`config.mk`:
```
export PLATFORM = sky130hd
export DESIGN_NAME = circle_rasterizer
export DESIGN_NICKNAME = d
export VERILOG_FILES = /design/src/sv/crast_pkg.sv /design/src/sv/crast_front.sv /design/src/sv/crast_queue.sv /design/src/sv/crast_back.sv /design/src/sv/circle_rasterizer.sv
export SDC_FILE = /design/constraint.sdc
export NUM_CORES = 1
export LEC_CHECK = 0
export BUFFER_PORTS_ARGS = -buffer_cell sky130_fd_sc_hd__buf_2
export CORE_AREA = 3 3 170 205
export CTS_BUF_LIST = sky130_fd_sc_hd__clkbuf_8
export DETAILED_ROUTE_END_ITERATION = 10
export DIE_AREA = 0 0 173 208
export SYNTH_ARGS = -nofsm -noshare
export SYNTH_HDL_FRONTEND = slang
export SYNTH_SLANG_ARGS = --single-unit
```
`constraint.sdc`:
```
create_clock -name clk -period 17.7 [get_ports clk]
set_input_delay 0.885 -clock clk [delete_from_list [all_inputs] [get_ports clk]]
set_output_delay 0.885 -clock clk [all_outputs]
set_load 0.01 [all_outputs]
```
`src/sv/crast_pkg.sv`:
```
// ----------------------------------------------------------------------------
// crast_pkg: shared types and constants of the circle rasterizer
// Job descriptor passed from the front end to the point generator.
// ----------------------------------------------------------------------------
package crast_pkg;

  localparam int COORD_W = 12;  // center coordinates, signed
  localparam int RAD_W   = 10;  // radius and stored octant offsets
  localparam int OFS_W   = 12;  // offsets as emitted, signed (-1 .. 1024)
  localparam int POS_W   = 14;  // center plus offset, signed
  localparam int D_W     = 16;  // decision term
  localparam int COLOR_W = 16;
  localparam int PX_W    = 8;
  localparam int PY_W    = 9;

  localparam int QUEUE_DEPTH = 2;

  localparam logic [D_W-1:0] D_INIT     = 16'd3;
  localparam logic [D_W-1:0] D_STEP_IN  = 16'd6;
  localparam logic [D_W-1:0] D_STEP_OUT = 16'd10;

  // Job kinds: a single invisible result, four axis points, eight octant points
  typedef enum logic [1:0] {
    JOB_NONE = 2'd0,
    JOB_AXIS = 2'd1,
    JOB_OCT  = 2'd2
  } job_kind_t;

  typedef struct packed {
    job_kind_t                  kind;
    logic signed [COORD_W-1:0]  cx;
    logic signed [COORD_W-1:0]  cy;
    logic signed [OFS_W-1:0]    a;    // x offset (0 on axis jobs)
    logic signed [OFS_W-1:0]    b;    // y offset (radius on axis jobs)
    logic [COLOR_W-1:0]         color;
    logic                       fin;
  } job_t;

  // Axis points reuse the octant sign/swap codes: (0,+r) (0,-r) (+r,0) (-r,0)
  function automatic logic [2:0] axis_code(input logic [1:0] k);
    logic [2:0] c;
    unique case (k)
      2'd0:    c = 3'd0;
      2'd1:    c = 3'd2;
      2'd2:    c = 3'd4;
      default: c = 3'd7;
    endcase
    return c;
  endfunction

endpackage

```
`src/sv/crast_front.sv`:
```
// ----------------------------------------------------------------------------
// crast_front: command decode and Bresenham state update
// Accepts start/step items, advances the decision term and queues one job.
// ----------------------------------------------------------------------------
module crast_front (
  input  logic                clk,
  input  logic                rst,
  input  logic                in_valid,
  output logic                in_ready,
  input  logic                func,
  input  logic [55:0]         data,
  input  logic                q_full,
  output logic                push,
  output crast_pkg::job_t     job
);

  logic signed [crast_pkg::COORD_W-1:0] hold_cx, hold_cy;
  logic [crast_pkg::RAD_W-1:0]          step_offset, radial_offset;
  logic [crast_pkg::D_W-1:0]            decision_term;
  logic [crast_pkg::COLOR_W-1:0]        hold_color;
  logic                                 running;

  logic signed [crast_pkg::COORD_W-1:0] hold_cx_next, hold_cy_next;
  logic [crast_pkg::RAD_W-1:0]          step_offset_next, radial_offset_next;
  logic [crast_pkg::D_W-1:0]            decision_term_next;
  logic [crast_pkg::COLOR_W-1:0]        hold_color_next;
  logic                                 running_next;

  logic signed [crast_pkg::COORD_W-1:0] in_cx, in_cy;
  logic [crast_pkg::RAD_W-1:0]          in_r;
  logic [crast_pkg::COLOR_W-1:0]        in_color;
  logic signed [crast_pkg::OFS_W-1:0]   xn, yn;
  logic [crast_pkg::D_W-1:0]            x4, y4;

  assign in_cx    = data[11:0];
  assign in_cy    = data[23:12];
  assign in_r     = data[33:24];
  assign in_color = data[49:34];

  assign in_ready = !q_full;
  assign push     = in_valid && in_ready;

  assign x4 = crast_pkg::D_W'({step_offset, 2'b00});
  assign y4 = crast_pkg::D_W'({radial_offset, 2'b00});

  always_comb begin
    hold_cx_next       = hold_cx;
    hold_cy_next       = hold_cy;
    step_offset_next   = step_offset;
    radial_offset_next = radial_offset;
    decision_term_next = decision_term;
    hold_color_next    = hold_color;
    running_next       = running;
    xn                 = '0;
    yn                 = '0;
    job.kind           = crast_pkg::JOB_NONE;
    job.cx             = hold_cx;
    job.cy             = hold_cy;
    job.a              = '0;
    job.b              = '0;
    job.color          = hold_color;
    job.fin            = 1'b1;
    if (!func) begin
      // start: latch the circle, emit axis points unless the radius is zero
      hold_cx_next       = in_cx;
      hold_cy_next       = in_cy;
      radial_offset_next = in_r;
      hold_color_next    = in_color;
      step_offset_next   = '0;
      decision_term_next = crast_pkg::D_INIT - crast_pkg::D_W'({in_r, 1'b0});
      job.color          = in_color;
      job.cx             = in_cx;
      job.cy             = in_cy;
      if (in_r == '0) begin
        running_next = 1'b0;
      end else begin
        job.kind     = crast_pkg::JOB_AXIS;
        job.b        = crast_pkg::OFS_W'(in_r);
        job.fin      = (in_r == crast_pkg::RAD_W'(1));
        running_next = (in_r != crast_pkg::RAD_W'(1));
      end
    end else if (running) begin
      xn = crast_pkg::OFS_W'(step_offset) + crast_pkg::OFS_W'(1);
      if (decision_term[crast_pkg::D_W-1]) begin
        decision_term_next = decision_term + x4 + crast_pkg::D_STEP_IN;
        yn = crast_pkg::OFS_W'(radial_offset);
      end else begin
        decision_term_next = decision_term + x4 - y4 + crast_pkg::D_STEP_OUT;
        yn = crast_pkg::OFS_W'(radial_offset) - crast_pkg::OFS_W'(1);
      end
      step_offset_next   = xn[crast_pkg::RAD_W-1:0];
      radial_offset_next = yn[crast_pkg::RAD_W-1:0];
      running_next       = !(xn >= yn);
      job.kind           = crast_pkg::JOB_OCT;
      job.a              = xn;
      job.b              = yn;
      job.fin            = (xn >= yn);
    end
  end

  always_ff @(posedge clk) begin
    if (rst) begin
      hold_cx       <= '0;
      hold_cy       <= '0;
      step_offset   <= '0;
      radial_offset <= '0;
      decision_term <= '0;
      hold_color    <= '0;
      running       <= 1'b0;
    end else if (push) begin
      hold_cx       <= hold_cx_next;
      hold_cy       <= hold_cy_next;
      step_offset   <= step_offset_next;
      radial_offset <= radial_offset_next;
      decision_term <= decision_term_next;
      hold_color    <= hold_color_next;
      running       <= running_next;
    end
  end

endmodule

```
`src/sv/crast_queue.sv`:
```
// ----------------------------------------------------------------------------
// crast_queue: short job FIFO between front end and point generator
// Head entry is read in place; it is popped when its last point is issued.
// ----------------------------------------------------------------------------
module crast_queue (
  input  logic             clk,
  input  logic             rst,
  input  logic             push,
  input  crast_pkg::job_t  push_job,
  input  logic             pop,
  output logic             full,
  output logic             head_valid,
  output crast_pkg::job_t  head
);

  localparam int DEPTH = crast_pkg::QUEUE_DEPTH;
  localparam int PTR_W = (DEPTH > 1) ? $clog2(DEPTH) : 1;
  localparam int CNT_W = $clog2(DEPTH + 1);

  crast_pkg::job_t  mem [DEPTH];
  logic [PTR_W-1:0] wr_ptr, rd_ptr;
  logic [CNT_W-1:0] count;

  assign full       = (count == CNT_W'(DEPTH));
  assign head_valid = (count != '0);
  assign head       = mem[rd_ptr];

  function automatic logic [PTR_W-1:0] bump(input logic [PTR_W-1:0] p);
    return (p == PTR_W'(DEPTH - 1)) ? '0 : p + PTR_W'(1);
  endfunction

  always_ff @(posedge clk) begin
    if (push) begin
      mem[wr_ptr] <= push_job;
    end
  end

  always_ff @(posedge clk) begin
    if (rst) begin
      wr_ptr <= '0;
      rd_ptr <= '0;
      count  <= '0;
    end else begin
      if (push) begin
        wr_ptr <= bump(wr_ptr);
      end
      if (pop) begin
        rd_ptr <= bump(rd_ptr);
      end
      if (push && !pop) begin
        count <= count + CNT_W'(1);
      end else if (pop && !push) begin
        count <= count - CNT_W'(1);
      end
    end
  end

endmodule

```
`src/sv/crast_back.sv`:
```
// ----------------------------------------------------------------------------
// crast_back: point generator
// Walks the head job, one point per unstalled cycle; clips and registers each.
// ----------------------------------------------------------------------------
module crast_back #(
  parameter int SCREEN_W = 240,
  parameter int SCREEN_H = 320
) (
  input  logic             clk,
  input  logic             rst,
  input  logic             job_valid,
  input  crast_pkg::job_t  job,
  output logic             pop,
  output logic             out_valid,
  input  logic             out_ready,
  output logic [39:0]      out_data,
  output logic [1:0]       out_user,
  output logic             out_last
);

  localparam logic signed [crast_pkg::POS_W-1:0] LIM_X = crast_pkg::POS_W'(SCREEN_W);
  localparam logic signed [crast_pkg::POS_W-1:0] LIM_Y = crast_pkg::POS_W'(SCREEN_H);

  logic [2:0]                          cnt;
  logic [2:0]                          last_idx;
  logic [2:0]                          code;
  logic                                issue, is_last, vis;
  logic signed [crast_pkg::OFS_W-1:0]  mag_x, mag_y;
  logic signed [crast_pkg::POS_W-1:0]  off_x, off_y, col, row;

  always_comb begin
    unique case (job.kind)
      crast_pkg::JOB_OCT:  last_idx = 3'd7;
      crast_pkg::JOB_AXIS: last_idx = 3'd3;
      default:             last_idx = 3'd0;
    endcase
  end

  assign code  = (job.kind == crast_pkg::JOB_AXIS) ? crast_pkg::axis_code(cnt[1:0]) : cnt;
  // code bit 2 swaps the offsets, bit 0 negates the column, bit 1 the row
  assign mag_x = code[2] ? job.b : job.a;
  assign mag_y = code[2] ? job.a : job.b;
  assign off_x = code[0] ? -crast_pkg::POS_W'(mag_x) : crast_pkg::POS_W'(mag_x);
  assign off_y = code[1] ? -crast_pkg::POS_W'(mag_y) : crast_pkg::POS_W'(mag_y);
  assign col   = crast_pkg::POS_W'(job.cx) + off_x;
  assign row   = crast_pkg::POS_W'(job.cy) + off_y;
  assign vis   = (job.kind != crast_pkg::JOB_NONE) &&
                 (col >= 0) && (col < LIM_X) && (row >= 0) && (row < LIM_Y);

  assign is_last = (cnt == last_idx);
  assign issue   = job_valid && (!out_valid || out_ready);
  assign pop     = issue && is_last;

  always_ff @(posedge clk) begin
    if (rst) begin
      cnt       <= '0;
      out_valid <= 1'b0;
    end else begin
      if (issue) begin
        cnt <= is_last ? 3'd0 : cnt + 3'd1;
      end
      if (issue) begin
        out_valid <= 1'b1;
      end else if (out_ready) begin
        out_valid <= 1'b0;
      end
    end
  end

  // payload: pixel_x | pixel_y | pixel_color, flags visible | finished
  always_ff @(posedge clk) begin
    if (issue) begin
      out_data <= {7'd0, job.color,
                   vis ? row[crast_pkg::PY_W-1:0] : crast_pkg::PY_W'(0),
                   vis ? col[crast_pkg::PX_W-1:0] : crast_pkg::PX_W'(0)};
      out_user <= {is_last && job.fin, vis};
      out_last <= is_last;
    end
  end

  a_hidden_zero: assert property (@(posedge clk) disable iff (rst)
    out_valid && !out_user[0] |-> out_data[16:0] == '0)
    else $error("invisible point carries coordinates");

  a_mid_job_head: assert property (@(posedge clk) disable iff (rst)
    cnt != 3'd0 |-> job_valid)
    else $error("job left the queue before its last point");

  a_none_single: assert property (@(posedge clk) disable iff (rst)
    job_valid && job.kind == crast_pkg::JOB_NONE |-> cnt == 3'd0)
    else $error("empty job walked past its single result");

  a_axis_four: assert property (@(posedge clk) disable iff (rst)
    job_valid && job.kind == crast_pkg::JOB_AXIS |-> cnt[2] == 1'b0)
    else $error("axis job walked past four points");

  a_finish_last: assert property (@(posedge clk) disable iff (rst)
    out_valid && out_user[1] |-> out_last)
    else $error("finished flag on a non-final result");

endmodule

```
`src/sv/circle_rasterizer.sv`:
```
// ----------------------------------------------------------------------------
// circle_rasterizer: midpoint (Bresenham) circle point generator
// Start items latch a circle and give the axis points, step items give the
// eight octant points of the next decision step, each clipped to the screen.
// ----------------------------------------------------------------------------
// Path: an accepted item enters the job queue, then its first result is
//   registered in the back end's output register before it shows on m_*.
// Throughput: one result per cycle unless m_tready stalls; 8 results per step,
//   4 per start and 1 per empty item; set by the single back-end generator.
// The two-entry job queue lets the front take the next item meanwhile.
// Reset (rst, synchronous): no circle active, queue empty, outputs idle.
module circle_rasterizer #(
  parameter int SCREEN_W = 240,
  parameter int SCREEN_H = 320
) (
  input  logic        clk,
  input  logic        rst,
  input  logic        s_tvalid,
  output logic        s_tready,
  // center_x[11:0], center_y[23:12], radius[33:24], pen_color[49:34], zero pad
  input  logic [55:0] s_tdata,
  // func[0]: 0 = start circle, 1 = step
  input  logic [0:0]  s_tuser,
  output logic        m_tvalid,
  input  logic        m_tready,
  // pixel_x[7:0], pixel_y[16:8], pixel_color[32:17], zero pad
  output logic [39:0] m_tdata,
  // visible[0], finished[1]
  output logic [1:0]  m_tuser,
  // last_of_run
  output logic        m_tlast
);

  crast_pkg::job_t push_job, head_job;
  logic            push, pop, q_full, head_valid;

  // Front: decode, Bresenham update, one job per accepted item
  crast_front u_front (
    .clk      (clk),
    .rst      (rst),
    .in_valid (s_tvalid),
    .in_ready (s_tready),
    .func     (s_tuser[0]),
    .data     (s_tdata),
    .q_full   (q_full),
    .push     (push),
    .job      (push_job)
  );

  // Job queue decouples item acceptance from point output
  crast_queue u_queue (
    .clk        (clk),
    .rst        (rst),
    .push       (push),
    .push_job   (push_job),
    .pop        (pop),
    .full       (q_full),
    .head_valid (head_valid),
    .head       (head_job)
  );

  // Back: one clipped point per unstalled cycle into the output register
  crast_back #(
    .SCREEN_W (SCREEN_W),
    .SCREEN_H (SCREEN_H)
  ) u_back (
    .clk       (clk),
    .rst       (rst),
    .job_valid (head_valid),
    .job       (head_job),
    .pop       (pop),
    .out_valid (m_tvalid),
    .out_ready (m_tready),
    .out_data  (m_tdata),
    .out_user  (m_tuser),
    .out_last  (m_tlast)
  );

endmodule
```
Word-level counts from Yosys, hierarchy flattened. Memories as Yosys holds them, arrays and structs flattened. A register that Yosys moved wholly into a read port is not among the register bits. Cells that the tools add are included.

Input bits: 61. Output and inout port bits: 45. Word-level logic and storage cells: 115. Memories kept: 1. Memory bits (writable): 134. Flip-flop bits (word level): 121.

Memory list: u_queue.mem (words 2, width 67, rd ports 1, clocked after Yosys merged registers in 1, wr ports 1, line crast_queue.sv:20) `crast_pkg::job_t mem [DEPTH];`.

Bitwise logic cells: 1. Order comparisons: 5. Muxes and demuxes: 43. Equal/unequal tests: 9. Reductions and logical operators: 24. Add/subtract/negate cells: 16.

Operators with widths (count): 12-bit two-way mux (7); 16-bit two-way mux (4); 10-bit two-way mux (5); 24-bit two-way mux (2); 12-bit by 14-bit adder with 14-bit output (2); 14-bit by 1-bit greater-or-equal comparator with 1-bit output (second input constant) (2); 14-bit two-way mux (2); 12-bit negation with 14-bit output (2); 16-bit by 12-bit adder with 16-bit output (1); 16-bit by 3-bit adder with 16-bit output (second input constant) (1); 16-bit by 4-bit adder with 16-bit output (second input constant) (1); 16-bit by 12-bit subtractor with 16-bit output (1); 1-bit two-way mux (15); 14-bit by 10-bit < comparator with 1-bit output (second input constant) (1); 14-bit by 9-bit < comparator with 1-bit output (second input constant) (1); 12-bit greater-or-equal comparator (1); 2-bit by 11-bit subtractor with 12-bit output (first input constant) (1); 10-bit by 1-bit adder with 11-bit output (second input constant) (1); 10-bit by 1-bit subtractor with 11-bit output (second input constant) (1); 10-bit by 1-bit == test with 1-bit output (second input constant) (1); 1-bit logical AND (10); 10-bit logical NOT (1); 10-bit by 1-bit != test with 1-bit output (second input constant) (1); 3-bit one-hot mux with 3 select lines (1); 17 further kinds (33).

Depth between registers and ports, before layout. Gate-level depths: netlist of run 1.

Depth in word-level cells: 12. Gate-level depth with buffers: 31. Mapped depth without buffers: 22.

Cells and area by module. From an unflattened synthesis of run 1, not the netlist that was laid out.

Cells, all modules: 1478. Area total of the unflattened synthesis: 15298.4 um^2.

Modules (own cells, without submodules): crast_front (instances 1, area an instance 6043.3 um^2, sequential area each 1521.5 um^2, cells an instance 794); crast_queue (instances 1, area an instance 5156.2 um^2, sequential area each 4124.0 um^2, cells an instance 230); crast_back (instances 1, area an instance 4098.9 um^2, sequential area each 1161.1 um^2, cells an instance 454).

Worst setup path before layout of run 1. No wires, ideal clock.

Kind: register to register. Start point: register with a tool-made name. End point: register u_back.out_data[13] (data pin). Clock period less this slack: 7.371 ns. Path slack: 10.329 ns. Cell stages (with the launch flop): 29. Data required time: 17.551 ns. Data arrival time: 7.222 ns. Setup time: 0.149 ns. Buffers on the path: 9. Cells stage by stage: dfxtp_1 buf_2 buf_2 buf_2 clkbuf_1 buf_1 mux2i_1 ha_1 buf_6 or3b_1 nand2_2 buf_1 clkbuf_1 mux4_2 inv_1 ha_1 nor3b_1 a21oi_1 xor2_1 ha_1 o21ai_0 nor2_1 a31oi_1 mux2i_1 nand4_1 nor4_1 nand4b_4 buf_6 nor3_4.

RTL lines: to (signal assigned) (line crast_back.sv:73) `out_data <= {7'd0, job.color,`; to (decl) (line crast_back.sv:16) `output logic [39:0] out_data,`.

==> out/results.ini, run 1 <==
[routing]
firstDrtPassIters=5
ant_nets=0
routed-via-count=10934
initialDrtViolationCount=585
vias_per_cell=5.52
drc=0
avgRoutedWirePerCell_um=17.6
drt-total-wl_mm=34.8

[power]
ir_drop_mv=0.0900
leakage_uw=0.00636
pwr_density_cell_nw_per_um2=168

[floorplanning]
coreArea_um2=33100
die_h_um=208
start_util=0.446
rows=73
die_w_um=173
dieArea_um2=36000
io_pins=106

[synth]
yosys.area.top_type=edfxtp_1
synth_cell_types=84
synth_enable_flop_cells=166
async_flop_share=0
synth_top_cell_area_share=0.338
synth_area_leaders=edfxtp_1, dfxtp_1, ha_1
synth_seq_area_share=0.454
ys.flop_type=edfxtp_1
syn_inst=1407
synth_area_per_cell_um2=10.5
synth_warnings=0
mappedNetlistArea_um2=14700
ys_ff_latch=251

[timing]
finalClockSkew_ns=0.0293
setup_viol=0
maxSlewViolCount=0
tightest_slew_ns=1.02
fmax_mhz=145
final.setup.worst_slack_ns=10.80
timing.final.crit_share=0.390
relSlewSlack=0.320
finalHoldViolCount=0
rsz0062_at_grt=false
setup_tns_ns=0
min_period_ns=6.90

[place]
finalWeightedCongestion=0.858
dp_hpwl_mm=24.8
io_buffer_count=92
post-place-cells=1903
placed_area_um2=15600
post-place-ws_ns=10.68

[setup_path]
worstSetupPathType=reg -> reg
worstPathArrival_ns=7.23
cp-start-kind=register
required_ns=18.03
endpoint_kind=register
critPathMaxFanout=25

[final_layout]
post-route-util=0.496
diodes=0
fin_cells=1980
most-common-layout-cells=edfxtp_1, nand2_1, nor2_1, a21oi_1, buf_2
fillCellCount=3141
multi_input_area_um2=7570
design_area_um2=16400
seqCellArea_um2=6690
final_common_cell=edfxtp_1
drive_above_1_share=0.192
layout.nets=1644
area_growth_syn_to_layout_pct=11.4

[status]
outcome=finished clean

[clocking]
cts_resized=0
clk_pin_slew_ns=0.06
ctsHoldBuffers=0
htreeDepth=2
clock_path_buffers=3
cts_setup_buffers=0
cts_made_buffers=42
cts_tree=built
clockRootBuffer=clkbuf_8
insertion_delay_ns=0.55
cts_sinks=251

[global_route]
antenna_found_initial=0
overflow=0
grt_max_degree=86
grt_pass1_wl_mm=56.1
grt_pass1_vias=10856
grt_usage=0.191

[run]
cap_violations=0

[worst_hold_path]
hold_path_class=reg -> reg
hp-start=u_front.hold_cy[2]

[area by class of cell]
class,count,area share
multi-input combinational,1040,0.461
sequential,251,0.408
clock buffer,45,0.0377
timing repair buffer,106,0.0345
tap,450,0.0343
inverter,56,0.0128
clock inverter,32,0.0117
[Yosys cell counts (6+ instances only)]
cell type	instances
edfxtp_1	166
nand2_1	137
nor2_1	104
a21oi_1	103
dfxtp_1	85
mux2_2	84
ha_1	83
o21ai_0	56
inv_1	55
nor3_1	48
xnor2_1	48
clkbuf_1	47
xor2_1	29
mux4_2	21
nand3_1	20
a211oi_1	18
a21o_1	18
and3_1	17
and2_1	16
nor4_1	13
a31oi_1	12
nand2b_1	12
a22oi_1	11
nand4_1	11
mux2i_1	10
nor2b_1	10
nor3b_1	10
o211ai_1	10
o21a_1	10
or3_1	10
buf_4	7
o21bai_1	7
buf_1	6
o311ai_0	6
[logic make-up (layout without fill, tap and decap cells)]
logic type               after synthesis  count (layout)  synth area share
AND/OR/NAND/NOR                      443             443             0.150
AO/OA/AOI/OAI                        310             310             0.135
flip-flops                           251             251             0.454
buffers and inverters                122             239            0.0346
multiplexers                         115             115             0.103
adder cells (fa/ha/maj)               86              86            0.0745
XOR/XNOR                              79              79            0.0489
other                                  1               7          0.000254
[registers in the layout, indices dropped and copies added (netlist names), 2 cells and up, named ones only]
name,count
u_front.step_offset,10
u_front.hold_cx,12
u_back.out_data,33
u_front.decision_term,15
u_front.radial_offset,10
u_queue.mem,130
u_front.hold_cy,12
u_front.hold_color,16
u_queue.count,2
u_back.cnt,3
u_back.out_user,2
[power breakdown]
| group | total, µW | switching [µW] | internal [µW] |
|---|---|---|---|
| registers | 812 | 52.4 | 760 |
| logic | 1450 | 860 | 586 |
| clock network | 494 | 229 | 265 |
| total | 2750 | 1140 | 1610 |
[critical path, stage by stage (launching register included)]
cell and delay (ns):
dfxtp_4 0.54, mux2i_1 0.43, ha_1 0.40, or3b_1 0.44, nand2_2 0.43, mux4_2 0.45, inv_1 0.08, ha_1 0.16
nor3b_1 0.38, a21oi_1 0.13, xor2_1 0.28, ha_1 0.35, o21ai_0 0.35, nor2_1 0.08, a31oi_1 0.42, mux2i_1 0.25
nand4_1 0.14, nor4_1 0.52, nand4b_4 0.39, nor4_1 0.46
[layer usage]
layer | global-route usage | up-vias | routed length [µm]
met2 | 0.328 | 250 | 16900
met3 | 0.0298 | 59 | 1610
li1 | - | 5403 | -
met5 | 0 | - | 0
met4 | 0.0643 | 0 | 946
met1 | 0.246 | 5222 | 15300
[path summary, 6_finish.rpt]
path,endpoint,slack [ns],cells past startpoint
min,u_front.hold_cy[2],0.45,2
max reg2reg,u_back.out_data[4],10.80,19
min reg2reg,u_front.hold_cy[2],0.45,2
max,u_back.out_data[4],10.80,19
[through the flow]
stage	total power, µW	hold slack, ns
6_report	2750	0.452
5_1_grt	2980	0.473
4_1_cts	2780	0.454
3_5_place_dp	2270	0.445
3_3_place_gp	2260	0.438
2_1_floorplan	1930	0.433
(Power assumes the default switching activity.)
==> run 2, diff against run 1 <==
--- a/config.mk
+++ b/config.mk
@@ -5,11 +5,12 @@
 export SDC_FILE = /design/constraint.sdc
 export NUM_CORES = 1
 export LEC_CHECK = 0
+export ABC_AREA = 1
 export BUFFER_PORTS_ARGS = -buffer_cell sky130_fd_sc_hd__buf_2
-export CORE_AREA = 3 3 170 205
+export CORE_AREA = 3 3 171 207
 export CTS_BUF_LIST = sky130_fd_sc_hd__clkbuf_8
 export DETAILED_ROUTE_END_ITERATION = 10
-export DIE_AREA = 0 0 173 208
+export DIE_AREA = 0 0 174 210
 export SYNTH_ARGS = -nofsm -noshare
 export SYNTH_HDL_FRONTEND = slang
 export SYNTH_SLANG_ARGS = --single-unit
==> constraint.sdc (replaced) <==
create_clock -name clk -period 6.4 [get_ports clk]
set_input_delay 0.32 -clock clk [delete_from_list [all_inputs] [get_ports clk]]
set_output_delay 0.32 -clock clk [all_outputs]
set_load 0.01 [all_outputs]
==> out/results.ini, run 2 <==
[floorplanning]
rows=74  ; +1.4%
io_pins=106  ; unchanged
start_util=0.447  ; +0.000954
dieArea_um2=36500  ; +1.5%
die_h_um=210  ; +0.96%
die_w_um=174  ; +0.58%
coreArea_um2=33700  ; +1.9%

[synth]
synth_most_common_cell=nand2_1
syn_inst=1884  ; +34%
ys_ff_latch=251  ; unchanged
synth_seq_area_share=0.444  ; -0.00954
ys.flop_type=edfxtp_1
yosys.area.top_type=edfxtp_1
synth_cell_types=49  ; -42%
synth_top_cell_area_share=0.331  ; -0.00711
synth_area_per_cell_um2=7.99  ; -24%
async_flop_share=0  ; unchanged
synth_warnings=0  ; unchanged
synth_area_leaders=edfxtp_1, nand2_1, dfxtp_1
mappedNetlistArea_um2=15100  ; +2.1%
synthTopCellsByCount=nand2_1, inv_1, o21ai_0
synth_enable_flop_cells=166  ; unchanged

[routing]
drt-total-wl_mm=35.6  ; +2.2%
initialDrtViolationCount=528  ; -9.7%
drc=0  ; unchanged
routed-via-count=12234  ; +12%
ant_nets=0  ; unchanged
vias_per_cell=4.98  ; -9.8%
firstDrtPassIters=5  ; unchanged
avgRoutedWirePerCell_um=14.5  ; -18%

[timing]
maxSlewViolCount=0  ; unchanged
finalClockSkew_ns=0.0189  ; -0.0104 ns
min_period_ns=5.49  ; -1.41 ns
setup_viol=0  ; unchanged
relSlewSlack=0.421  ; +0.101
fmax_mhz=182  ; +26%
setup_tns_ns=0  ; unchanged
hold_ws_ns=0.0697  ; -0.382 ns
tightest_slew_ns=0.869  ; -0.151 ns
rsz0062_at_grt=false
finalHoldViolCount=0  ; unchanged
timing.final.crit_share=0.858  ; +0.468

[place]
io_buffer_count=92  ; unchanged
finalWeightedCongestion=0.890  ; +3.7%
post-place-cells=2383  ; +25%
dp_hpwl_mm=26.2  ; +5.6%
placed_area_um2=15900  ; +1.7%

[setup_path]
r2r_slack_ns=0.91  ; -9.89 ns
reg2reg_depth=32  ; +13
cp-start-kind=register
worstPathArrival_ns=5.88  ; -1.35 ns
endpoint_kind=register
worstSetupPathType=reg -> reg
critPathMaxFanout=26  ; +4.0%
cp_common_cell=inv_1
critical-path-slowest-cell=dfxtp_2
crit_path_max_incr_delay_ns=0.33  ; -0.21 ns
required_ns=6.79  ; -11.24 ns

[power]
leakage_uw=0.00760  ; +19%
pwr-share-seq=0.278  ; -0.017
pwr_density_cell_nw_per_um2=473  ; +180%
intPower_uw=4370  ; +170%
clkPwrFrac=0.185  ; +0.005
pwr-share-comb=0.537  ; +0.012
p_sw_frac=0.448  ; +0.0327
p_sw_uw=3540  ; +210%
ir_drop_mv=0.170  ; +89%

[final_layout]
drive_above_1_share=0.126  ; -0.0655
diodes=0  ; unchanged
fin_cells=2456  ; +24%
largestRegisters=u_queue.mem: 130 flops, u_back.out_data: 33 flops, u_front.hold_color: 16 flops
largest_reg_flops=130  ; unchanged
final_common_cell=nand2_1
design_area_um2=16700  ; +1.9%
layout.nets=2116  ; +29%
top_register=u_queue.mem
post-route-util=0.497  ; about the same
area_growth_syn_to_layout_pct=11.2
most-common-layout-cells=nand2_1, inv_1, o21ai_0, edfxtp_1, a21oi_1

[global_route]
grt_usage=0.192  ; +0.000647
overflow=0  ; unchanged
antenna_found_initial=0  ; unchanged
grt_pass1_wl_mm=57.5  ; +2.5%
grt_max_degree=67  ; -22%
grt_pass1_vias=11829  ; +9.0%

[clocking]
clock_path_buffers=3  ; unchanged
ctsHoldBuffers=0  ; unchanged
insertion_delay_ns=0.56  ; about the same
cts_setup_buffers=0  ; unchanged
cts_sinks=251  ; unchanged
cts_resized=0  ; unchanged
cts_made_buffers=40  ; -4.8%
htreeDepth=2  ; unchanged
clockRootBuffer=clkbuf_8
cts_tree=built
clk_pin_slew_ns=0.07  ; about the same

[status]
outcome=finished clean

[worst_hold_path]
hold_path_class=in -> reg
hp-start=s_tdata[7]
worst_hold_path.num_cells=3  ; +1

[run]
cap_violations=0  ; unchanged

run 2: changes by cell type in the layout (fill, tap and decap cells not counted), sizes merged, moves of 16 or more:
cell,before,now
nand2,138,518
inv,69,277
o21ai,60,189
nand3,20,108
mux2,84,0
nor3,52,13
xnor2,48,19
nor2,104,130
mux4,21,0
and3,17,0
a211oi,18,2
and2,16,0
run 2: through the flow:
stage | power (µW) | setup WS (ns)
2_1_floorplan | 5540 | 1.65
3_3_place_gp | 6440 | 1.02
3_5_place_dp | 6500 | 0.880
4_1_cts | 7990 | 0.843
5_1_grt | 8650 | 0.296
6_report | 7910 | 0.908
run 2: layer usage:
metal	GRT usage	part of all wire
met1	0.228	0.43
met3	0.0227	0.035
met2	0.355	0.50
met5	0	0
met4	0.0688	0.029
run 2: cell families (layout without fill, tap and decap cells):
kind of cell    count (synthesis)  after routing  share of synthesized area
other cells                     1              7                   0.000249
xor+xnor                       61             61                     0.0355
compound gates                346            346                      0.123
simple gates                  804            804                      0.233
flops                         251            251                      0.444
buf+inv                       335            445                     0.0906
fa+ha+maj                      86             86                     0.0730
run 2: final timing paths:
kind                         endpoint
setup / recovery   u_back.out_data[2]
hold / removal     u_front.hold_cx[7]
setup reg to reg   u_back.out_data[2]
hold reg to reg   u_front.hold_cx[10]
run 2: area by class of cell:
cell class | instances | area [µm²]
clock buffers | 46 | 633
well taps | 456 | 571
inverters | 266 | 998
fillers | 3328 | 17000
flip-flops and latches | 251 | 6690
clock inverters | 27 | 225
repair buffers | 106 | 566
multi-input cells | 1304 | 7050
run 2: critical path, delay by kind of cell (launching register included):
| kind | cells | cell delay [ns] |
|---|---|---|
| simple gates | 15 | 2.52 |
| compound gates | 6 | 0.86 |
| fa+ha+maj | 3 | 0.72 |
| buf+inv | 7 | 0.71 |
| flops | 1 | 0.33 |
| xor+xnor | 1 | 0.17 |
run 2: power by group through the flow:
| stage | Sequential [µW] | Combinational, µW | Clock (µW) |
|---|---|---|---|
| 2_1_floorplan | 2290 | 3250 | 0 |
| 3_3_place_gp | 2230 | 4210 | 0 |
| 3_5_place_dp | 2240 | 4260 | 0 |
| 4_1_cts | 2200 | 4280 | 1510 |
| 5_1_grt | 2230 | 4850 | 1570 |
| 6_report | 2200 | 4250 | 1460 |
